`config.mk`:
```
export PLATFORM = sky130hd
export DESIGN_NAME = gcd_lcm_by_factorization
export DESIGN_NICKNAME = d
export VERILOG_FILES = /design/src/hdl/gla_pkg.sv /design/src/hdl/gcd_lcm_by_factorization.sv /design/src/hdl/gla_alu.sv
export VERILOG_INCLUDE_DIRS = /design/src /design/src/hdl
export SDC_FILE = /design/constraint.sdc
export NUM_CORES = 1
export LEC_CHECK = 0
export ABC_AREA = 0
export ABC_CLOCK_PERIOD_IN_PS = 9200
export CAP_MARGIN = 30
export CORE_ASPECT_RATIO = 1.75
export CORE_MARGIN = 2
export CORE_UTILIZATION = 40
export CTS_BUF_LIST = sky130_fd_sc_hd__clkbuf_8
export CTS_CLUSTER_SIZE = 16
export DETAILED_ROUTE_END_ITERATION = 16
export DONT_BUFFER_PORTS = 1
export PLACE_DENSITY = 0.62
export RECOVER_POWER = 50
export SYNTH_ARGS = -nofsm -noshare
export SYNTH_HDL_FRONTEND = slang
export SYNTH_SLANG_ARGS = --single-unit
export TNS_END_PERCENT = 50
```
`constraint.sdc`:
```
create_clock -name clk_i -period 9.2 [get_ports clk_i]
set_input_delay 1.84 -clock clk_i [delete_from_list [all_inputs] [get_ports clk_i]]
set_output_delay 1.84 -clock clk_i [all_outputs]
set_load 0.005 [all_outputs]
```
`src/hdl/gcd_lcm_by_factorization_macros.svh`:
```
// Assertion macros shared by the gcd/lcm block.
`ifndef GCD_LCM_BY_FACTORIZATION_MACROS_SVH
`define GCD_LCM_BY_FACTORIZATION_MACROS_SVH
`ifndef SYNTHESIS
`define GLA_ASSERT_SAME(lbl, ante, cons) \
  lbl: assert property (@(posedge clk_i) disable iff (!rst_ni) (ante) |-> (cons)) \
    else $error("gla assertion failed");
`define GLA_ASSERT_NEXT(lbl, ante, cons) \
  lbl: assert property (@(posedge clk_i) disable iff (!rst_ni) (ante) |=> (cons)) \
    else $error("gla assertion failed");
`else
`define GLA_ASSERT_SAME(lbl, ante, cons)
`define GLA_ASSERT_NEXT(lbl, ante, cons)
`endif
`endif

```
`src/hdl/gla_pkg.sv`:
```
// Types and constants of the gcd/lcm block.
package gla_pkg;

  localparam int OPERAND_BITS = 31;
  localparam int MULT_BITS    = 2 * OPERAND_BITS;
  localparam int CNT_BITS     = $clog2(OPERAND_BITS);
  localparam logic [OPERAND_BITS-1:0] MinValid = OPERAND_BITS'(2);
  localparam logic [CNT_BITS-1:0]     LastStep = CNT_BITS'(OPERAND_BITS - 1);

  typedef struct packed {
    logic [OPERAND_BITS-1:0] first_value;
    logic [OPERAND_BITS-1:0] second_value;
  } in_beat_t;

  typedef struct packed {
    logic [OPERAND_BITS-1:0] common_divisor;
    logic [MULT_BITS-1:0]    common_multiple;
    logic                    input_error;
  } out_beat_t;

  typedef struct packed {
    logic [MULT_BITS-1:0] lhs;
    logic [MULT_BITS-1:0] rhs;
    logic                 sub;
  } alu_req_t;

  typedef struct packed {
    logic [MULT_BITS-1:0] sum;
    logic                 carry;
  } alu_rsp_t;

endpackage

```
`src/hdl/gcd_lcm_by_factorization.sv`:
```
// Top level: binary gcd, then lcm = (a / gcd) * b, all on one shared adder.
// Sequence: an operand below 2 goes straight to the finish state with the error
// flag set; otherwise the binary gcd, whose run depends on the operands, is
// followed by the division of a by the gcd, the multiply by b and the output load.
// Throughput: one item at a time; the input stalls until the result is loaded.
// Reset: rst_ni low clears the sequencer and the output valid at once.
`include "gcd_lcm_by_factorization_macros.svh"

module gcd_lcm_by_factorization (
  input  logic                 clk_i,
  input  logic                 rst_ni,
  input  logic                 in_valid_i,
  output logic                 in_stall_o,
  input  gla_pkg::in_beat_t    in_data_i,
  output logic                 out_valid_o,
  input  logic                 out_stall_i,
  output gla_pkg::out_beat_t   out_data_o
);

  localparam int W  = gla_pkg::OPERAND_BITS;
  localparam int MW = gla_pkg::MULT_BITS;
  localparam int CW = gla_pkg::CNT_BITS;

  typedef enum logic [2:0] {
    S_IDLE,
    S_EVEN,
    S_REDUCE,
    S_DIV,
    S_MUL,
    S_FINISH
  } state_e;

  state_e             state_q;
  logic [W-1:0]       a_q, b_q, sa_q, sb_q, g_q;
  logic [CW-1:0]      k_q, cnt_q;
  logic [MW-1:0]      acc_q;
  logic               err_q;
  logic               out_valid_q;
  gla_pkg::out_beat_t out_data_q;

  gla_pkg::alu_req_t  alu_req;
  gla_pkg::alu_rsp_t  alu_rsp;
  logic               in_fire;
  logic [W:0]         div_shift;
  logic               q_bit;

  gla_alu u_alu (
    .req_i (alu_req),
    .rsp_o (alu_rsp)
  );

  assign in_stall_o  = (state_q != S_IDLE);
  assign in_fire     = in_valid_i && !in_stall_o;
  assign out_valid_o = out_valid_q;
  assign out_data_o  = out_data_q;

  // remainder shifted left with the next numerator bit
  assign div_shift = {b_q, a_q[W-1]};
  assign q_bit     = alu_rsp.carry;

  always_comb begin
    alu_req = '0;
    case (state_q)
      S_REDUCE: begin
        alu_req.lhs = MW'(a_q);
        alu_req.rhs = MW'(b_q);
        alu_req.sub = 1'b1;
      end
      S_DIV: begin
        alu_req.lhs = MW'(div_shift);
        alu_req.rhs = MW'(g_q);
        alu_req.sub = 1'b1;
      end
      S_MUL: begin
        alu_req.lhs = {acc_q[MW-2:0], 1'b0};
        alu_req.rhs = a_q[W-1] ? MW'(sb_q) : '0;
        alu_req.sub = 1'b0;
      end
      default: begin
        alu_req = '0;
      end
    endcase
  end

  always_ff @(posedge clk_i or negedge rst_ni) begin
    if (!rst_ni) begin
      state_q     <= S_IDLE;
      a_q         <= '0;
      b_q         <= '0;
      sa_q        <= '0;
      sb_q        <= '0;
      g_q         <= '0;
      k_q         <= '0;
      cnt_q       <= '0;
      acc_q       <= '0;
      err_q       <= 1'b0;
      out_valid_q <= 1'b0;
      out_data_q  <= '0;
    end else begin
      // the finish state handles the output valid on its own
      if (out_valid_q && !out_stall_i && state_q != S_FINISH) begin
        out_valid_q <= 1'b0;
      end
      case (state_q)
        S_IDLE: begin
          if (in_fire) begin
            if (in_data_i.first_value < gla_pkg::MinValid ||
                in_data_i.second_value < gla_pkg::MinValid) begin
              g_q     <= '0;
              acc_q   <= '0;
              err_q   <= 1'b1;
              state_q <= S_FINISH;
            end else begin
              a_q     <= in_data_i.first_value;
              b_q     <= in_data_i.second_value;
              sa_q    <= in_data_i.first_value;
              sb_q    <= in_data_i.second_value;
              k_q     <= '0;
              err_q   <= 1'b0;
              state_q <= S_EVEN;
            end
          end
        end
        S_EVEN: begin
          // strip common factors of two
          if (!a_q[0] && !b_q[0]) begin
            a_q <= a_q >> 1;
            b_q <= b_q >> 1;
            k_q <= k_q + CW'(1);
          end else begin
            state_q <= S_REDUCE;
          end
        end
        S_REDUCE: begin
          if (a_q == '0 || b_q == '0) begin
            g_q     <= W'((a_q | b_q) << k_q);
            a_q     <= sa_q;
            b_q     <= '0;
            cnt_q   <= '0;
            state_q <= S_DIV;
          end else if (!a_q[0]) begin
            a_q <= a_q >> 1;
          end else if (!b_q[0]) begin
            b_q <= b_q >> 1;
          end else if (alu_rsp.carry) begin
            a_q <= alu_rsp.sum[W-1:0];
          end else begin
            // a < b: swap so the next subtract is non-negative
            a_q <= b_q;
            b_q <= a_q;
          end
        end
        S_DIV: begin
          b_q <= q_bit ? alu_rsp.sum[W-1:0] : div_shift[W-1:0];
          a_q <= {a_q[W-2:0], q_bit};
          if (cnt_q == gla_pkg::LastStep) begin
            cnt_q   <= '0;
            acc_q   <= '0;
            state_q <= S_MUL;
          end else begin
            cnt_q <= cnt_q + CW'(1);
          end
        end
        S_MUL: begin
          acc_q <= alu_rsp.sum;
          a_q   <= a_q << 1;
          if (cnt_q == gla_pkg::LastStep) begin
            state_q <= S_FINISH;
          end else begin
            cnt_q <= cnt_q + CW'(1);
          end
        end
        S_FINISH: begin
          if (!out_valid_q || !out_stall_i) begin
            out_data_q.common_divisor  <= g_q;
            out_data_q.common_multiple <= acc_q;
            out_data_q.input_error     <= err_q;
            out_valid_q                <= 1'b1;
            state_q                    <= S_IDLE;
          end
        end
        default: begin
          state_q <= S_IDLE;
        end
      endcase
    end
  end

  `GLA_ASSERT_SAME(a_reduce_odd, state_q == S_REDUCE, a_q[0] || b_q[0])
  `GLA_ASSERT_SAME(a_div_rem_below, state_q == S_DIV, (b_q < g_q))
  `GLA_ASSERT_SAME(a_err_zero, out_valid_o && out_data_o.input_error, (out_data_o.common_divisor == '0) && (out_data_o.common_multiple == '0))
  `GLA_ASSERT_SAME(a_ok_nonzero, out_valid_o && !out_data_o.input_error, (out_data_o.common_divisor != '0) && (out_data_o.common_multiple != '0))
  `GLA_ASSERT_NEXT(a_accept_busy, in_fire, state_q != S_IDLE)

endmodule

```
`src/hdl/gla_alu.sv`:
```
// Shared add/subtract unit; on subtract, carry high means no borrow.
module gla_alu (
  input  gla_pkg::alu_req_t req_i,
  output gla_pkg::alu_rsp_t rsp_o
);

  logic [gla_pkg::MULT_BITS-1:0] rhs_eff;
  logic [gla_pkg::MULT_BITS:0]   total;

  always_comb begin
    rhs_eff = req_i.sub ? ~req_i.rhs : req_i.rhs;
    total   = {1'b0, req_i.lhs} + {1'b0, rhs_eff} + {{gla_pkg::MULT_BITS{1'b0}}, req_i.sub};
    rsp_o.sum   = total[gla_pkg::MULT_BITS-1:0];
    rsp_o.carry = total[gla_pkg::MULT_BITS];
  end

endmodule

```
==> results.json <==
{
  "outcome": "finished with violations",
  "violations": "capacitance limit, slew limit",
  "synth_ff_type": "dfrtp_1",
  "gr-usage-all-layers_pct": 38.1,
  "crit_type": "flip-flop to flip-flop",
  "nets": 2733,
  "htreeDepth": 2,
  "synth_cells": 2731,
  "cts-buffers-inserted": 52,
  "path_clk_slew_ps": 70,
  "yosysMostFrequentCell": "nand2_1",
  "final_util_pct": 43.5,
  "clk_latency_ps": 730,
  "die-area_mm2": 0.0589,
  "drc": 0,
  "p_per_area_mw_per_mm2": 452,
  "routedWlPerCell_um": 33.0,
  "fin_ws_ps": 1450,
  "overflow": 0,
  "first_pass_iters": 7,
  "hold_path_class": "flip-flop to flip-flop",
  "clock_path_buffers": 3,
  "maxSlewViolCount": 82,
  "synth_top_cell_area_share_pct": 35.8,
  "dp_cells": 3299,
  "cp-end-kind": "flip-flop",
  "yosys_warnings": 0,
  "ys_seq_area_share_pct": 35.8,
  "rsz0062_at_grt": "no",
  "worst_pin_slew_ps": 1700,
  "synth_area_leader_cell": "dfrtp_1",
  "critPathMaxFanout": 47,
  "place_congestion": 1.07,
  "cp.required_ps": 9780,
  "worst_clock_skew_ps": 66.0,
  "drive_above_1_share_pct": 11.6,
  "yosysUniqueCellTypes": 90,
  "min_period_over_period_pct": 84.2,
  "postCtsSetupRepairBufs": 0,
  "die_x_um": 184,
  "finalSetupViolCount": 0,
  "area_growth_pct": 7.32,
  "core_area_mm2": 0.0563,
  "grt_antenna_before_repair": 10,
  "ir_drop_mv": 0.316,
  "start_kind": "flip-flop",
  "grt_max_degree": 327,
  "dpl.hpwl_mm": 81.7,
  "slew_headroom_pct": -13.9,
  "ctsHoldBuffers": 0,
  "ff2ff_setup_slack_ps": 1450,
  "die_y_um": 320,
  "ys_top_cells_by_count": "nand2_1, dfrtp_1, o21ai_0",
  "ios": 162,
  "max_freq_mhz": 129,
  "viasPerCell": 6.65,
  "async_flop_share_pct": 100,
  "synth_edf_count": 0,
  "ant_nets": 0,
  "synthesis.area_mm2": 0.0228,
  "num_vias": 22600,
  "min_period_ps": 7750,
  "synth_nets": 2862,
  "cts_tree": "built",
  "worstPathArrival_ps": 8330,
  "power_leakage_nw": 10.7,
  "drt_iter0_drc": 2659,
  "synth_area_leaders": "dfrtp_1, nand2_1, mux2_2",
  "fin_cells": 3403,
  "cts_sinks": 326,
  "finalHoldViolCount": 0,
  "place_ws_ps": 2390,
  "fin_setup_tns_ps": 0,
  "grt_pass1_wl_mm": 160,
  "wirelength_mm": 112,
  "maxCapViolations": 2,
  "grt_pass1_vias": 22200,
  "synth-seq-cells": 326,
  "portBuffers": 0,
  "cts_root_buf": "clkbuf_8",
  "cts_resized": 0,
  "syn_avg_cell_area_um2": 8.34,
  "start_util_pct": 40.5,
  "row_count": 115
}
==> cell families (layout without fill, tap and decap cells) <==
kind of cell	Yosys count	count (layout)	share of synthesized area, %
AOI/OAI and AO/OA	894	894	25.8
and+or+nand+nor	860	860	17.1
DFF	326	326	35.8
buffers and inverters	322	230	5.75
muxes	205	205	9.70
adders and majority gates	65	65	3.60
xor gates and xnor gates	59	59	2.27
other	0	4	0
==> through the flow <==
step	hold slack (ps)	instance area (µm²)	total power [mW]
after floorplan	440	22800	6.60
final	476	24400	11.0
after detailed placement	462	23300	9.29
after global routing	505	24400	11.5
after global placement	459	23200	9.24
after CTS	479	24400	10.7
==> sequential cells by signal, indices dropped and copies added (netlist names) <==
| signal | cells |
|---|---|
| a_q | 31 |
| acc_q | 62 |
| b_q | 31 |
| cnt_q | 5 |
| err_q | 1 |
| g_q | 31 |
| k_q | 5 |
| out_data_o | 94 |
| out_valid_o | 1 |
| sa_q | 31 |
| sb_q | 31 |
| state_q | 3 |
==> layout by cell type, fill, tap and decap left out, types with 21 or more instances in the layout <==
cell,count
a211oi_1,31
ha_1,64
dfrtp_1,323
nand4_1,35
o21ai_1,31
inv_1,73
nor4_1,36
mux2_2,109
o21ai_0,210
nor2_1,148
buf_4,68
and3_1,43
or3_1,40
a22o_1,46
a21o_1,29
a21oi_1,202
o22ai_1,50
a22oi_1,41
nand2_1,412
mux2i_1,92
a31oi_1,33
nand3_1,24
o211ai_1,21
clkbuf_8,61
nor3_1,54
xor2_1,23
xnor2_1,35
==> layout make-up <==
| cell class | count | area [µm²] |
|---|---|---|
| Multi-Input combinational cell | 2083 | 13400 |
| Tap cell | 760 | 951 |
| Sequential cell | 326 | 8160 |
| Inverter | 61 | 229 |
| Antenna cell | 4 | 10.0 |
| Clock inverter | 31 | 259 |
| Clock buffer | 60 | 826 |
| Timing Repair Buffer | 78 | 618 |
| Fill cell | 5592 | 31800 |
==> final timing paths <==
| check | startpoint | to | depth (start not counted) |
|---|---|---|---|
| setup / recovery | state_q[2] | b_q[18] | 16 |
| hold / removal | sa_q[25] | sa_q[25] | 2 |
| setup reg to reg | state_q[2] | b_q[18] | 16 |
| hold reg to reg | sa_q[25] | sa_q[25] | 2 |
| max in group asynchronous | rst_ni | state_q[1] | 0 |
| min in group asynchronous | rst_ni | out_data_o[26] | 0 |
==> worst max-delay path, stage by stage, from the launching register on <==
cell and delay (ps):
dfrtp_1 1430, inv_1 710, nand2_2 460, inv_2 430, a22oi_1 800, o21ai_0 250
ha_1 490, and3_2 310, and3_1 190, a21oi_1 70, a311oi_1 400, o211a_1 270
o21a_2 550, buf_4 560, nand2_1 170, a31oi_1 360, o21ai_1 120
==> layer usage <==
layer / vias to the layer above / global-route usage [%] / routed length [µm]
met3: 499 / 9.33 / 8840
met4: 6 / 37.0 / 13500
met2: 1386 / 62.2 / 53200
met5: - / 0 / 37
met1: 11000 / 39.0 / 36900
li1: 9726 / - / -
==> where the power goes <==
part | total (mW) | leakage, nW | internal, mW | switching [mW]
clock | 1.37 | 0.598 | 0.709 | 0.657
combinational | 6.80 | 6.05 | 2.16 | 4.64
sequential | 2.88 | 4.03 | 2.00 | 0.878
(Power assumes the default switching activity.)
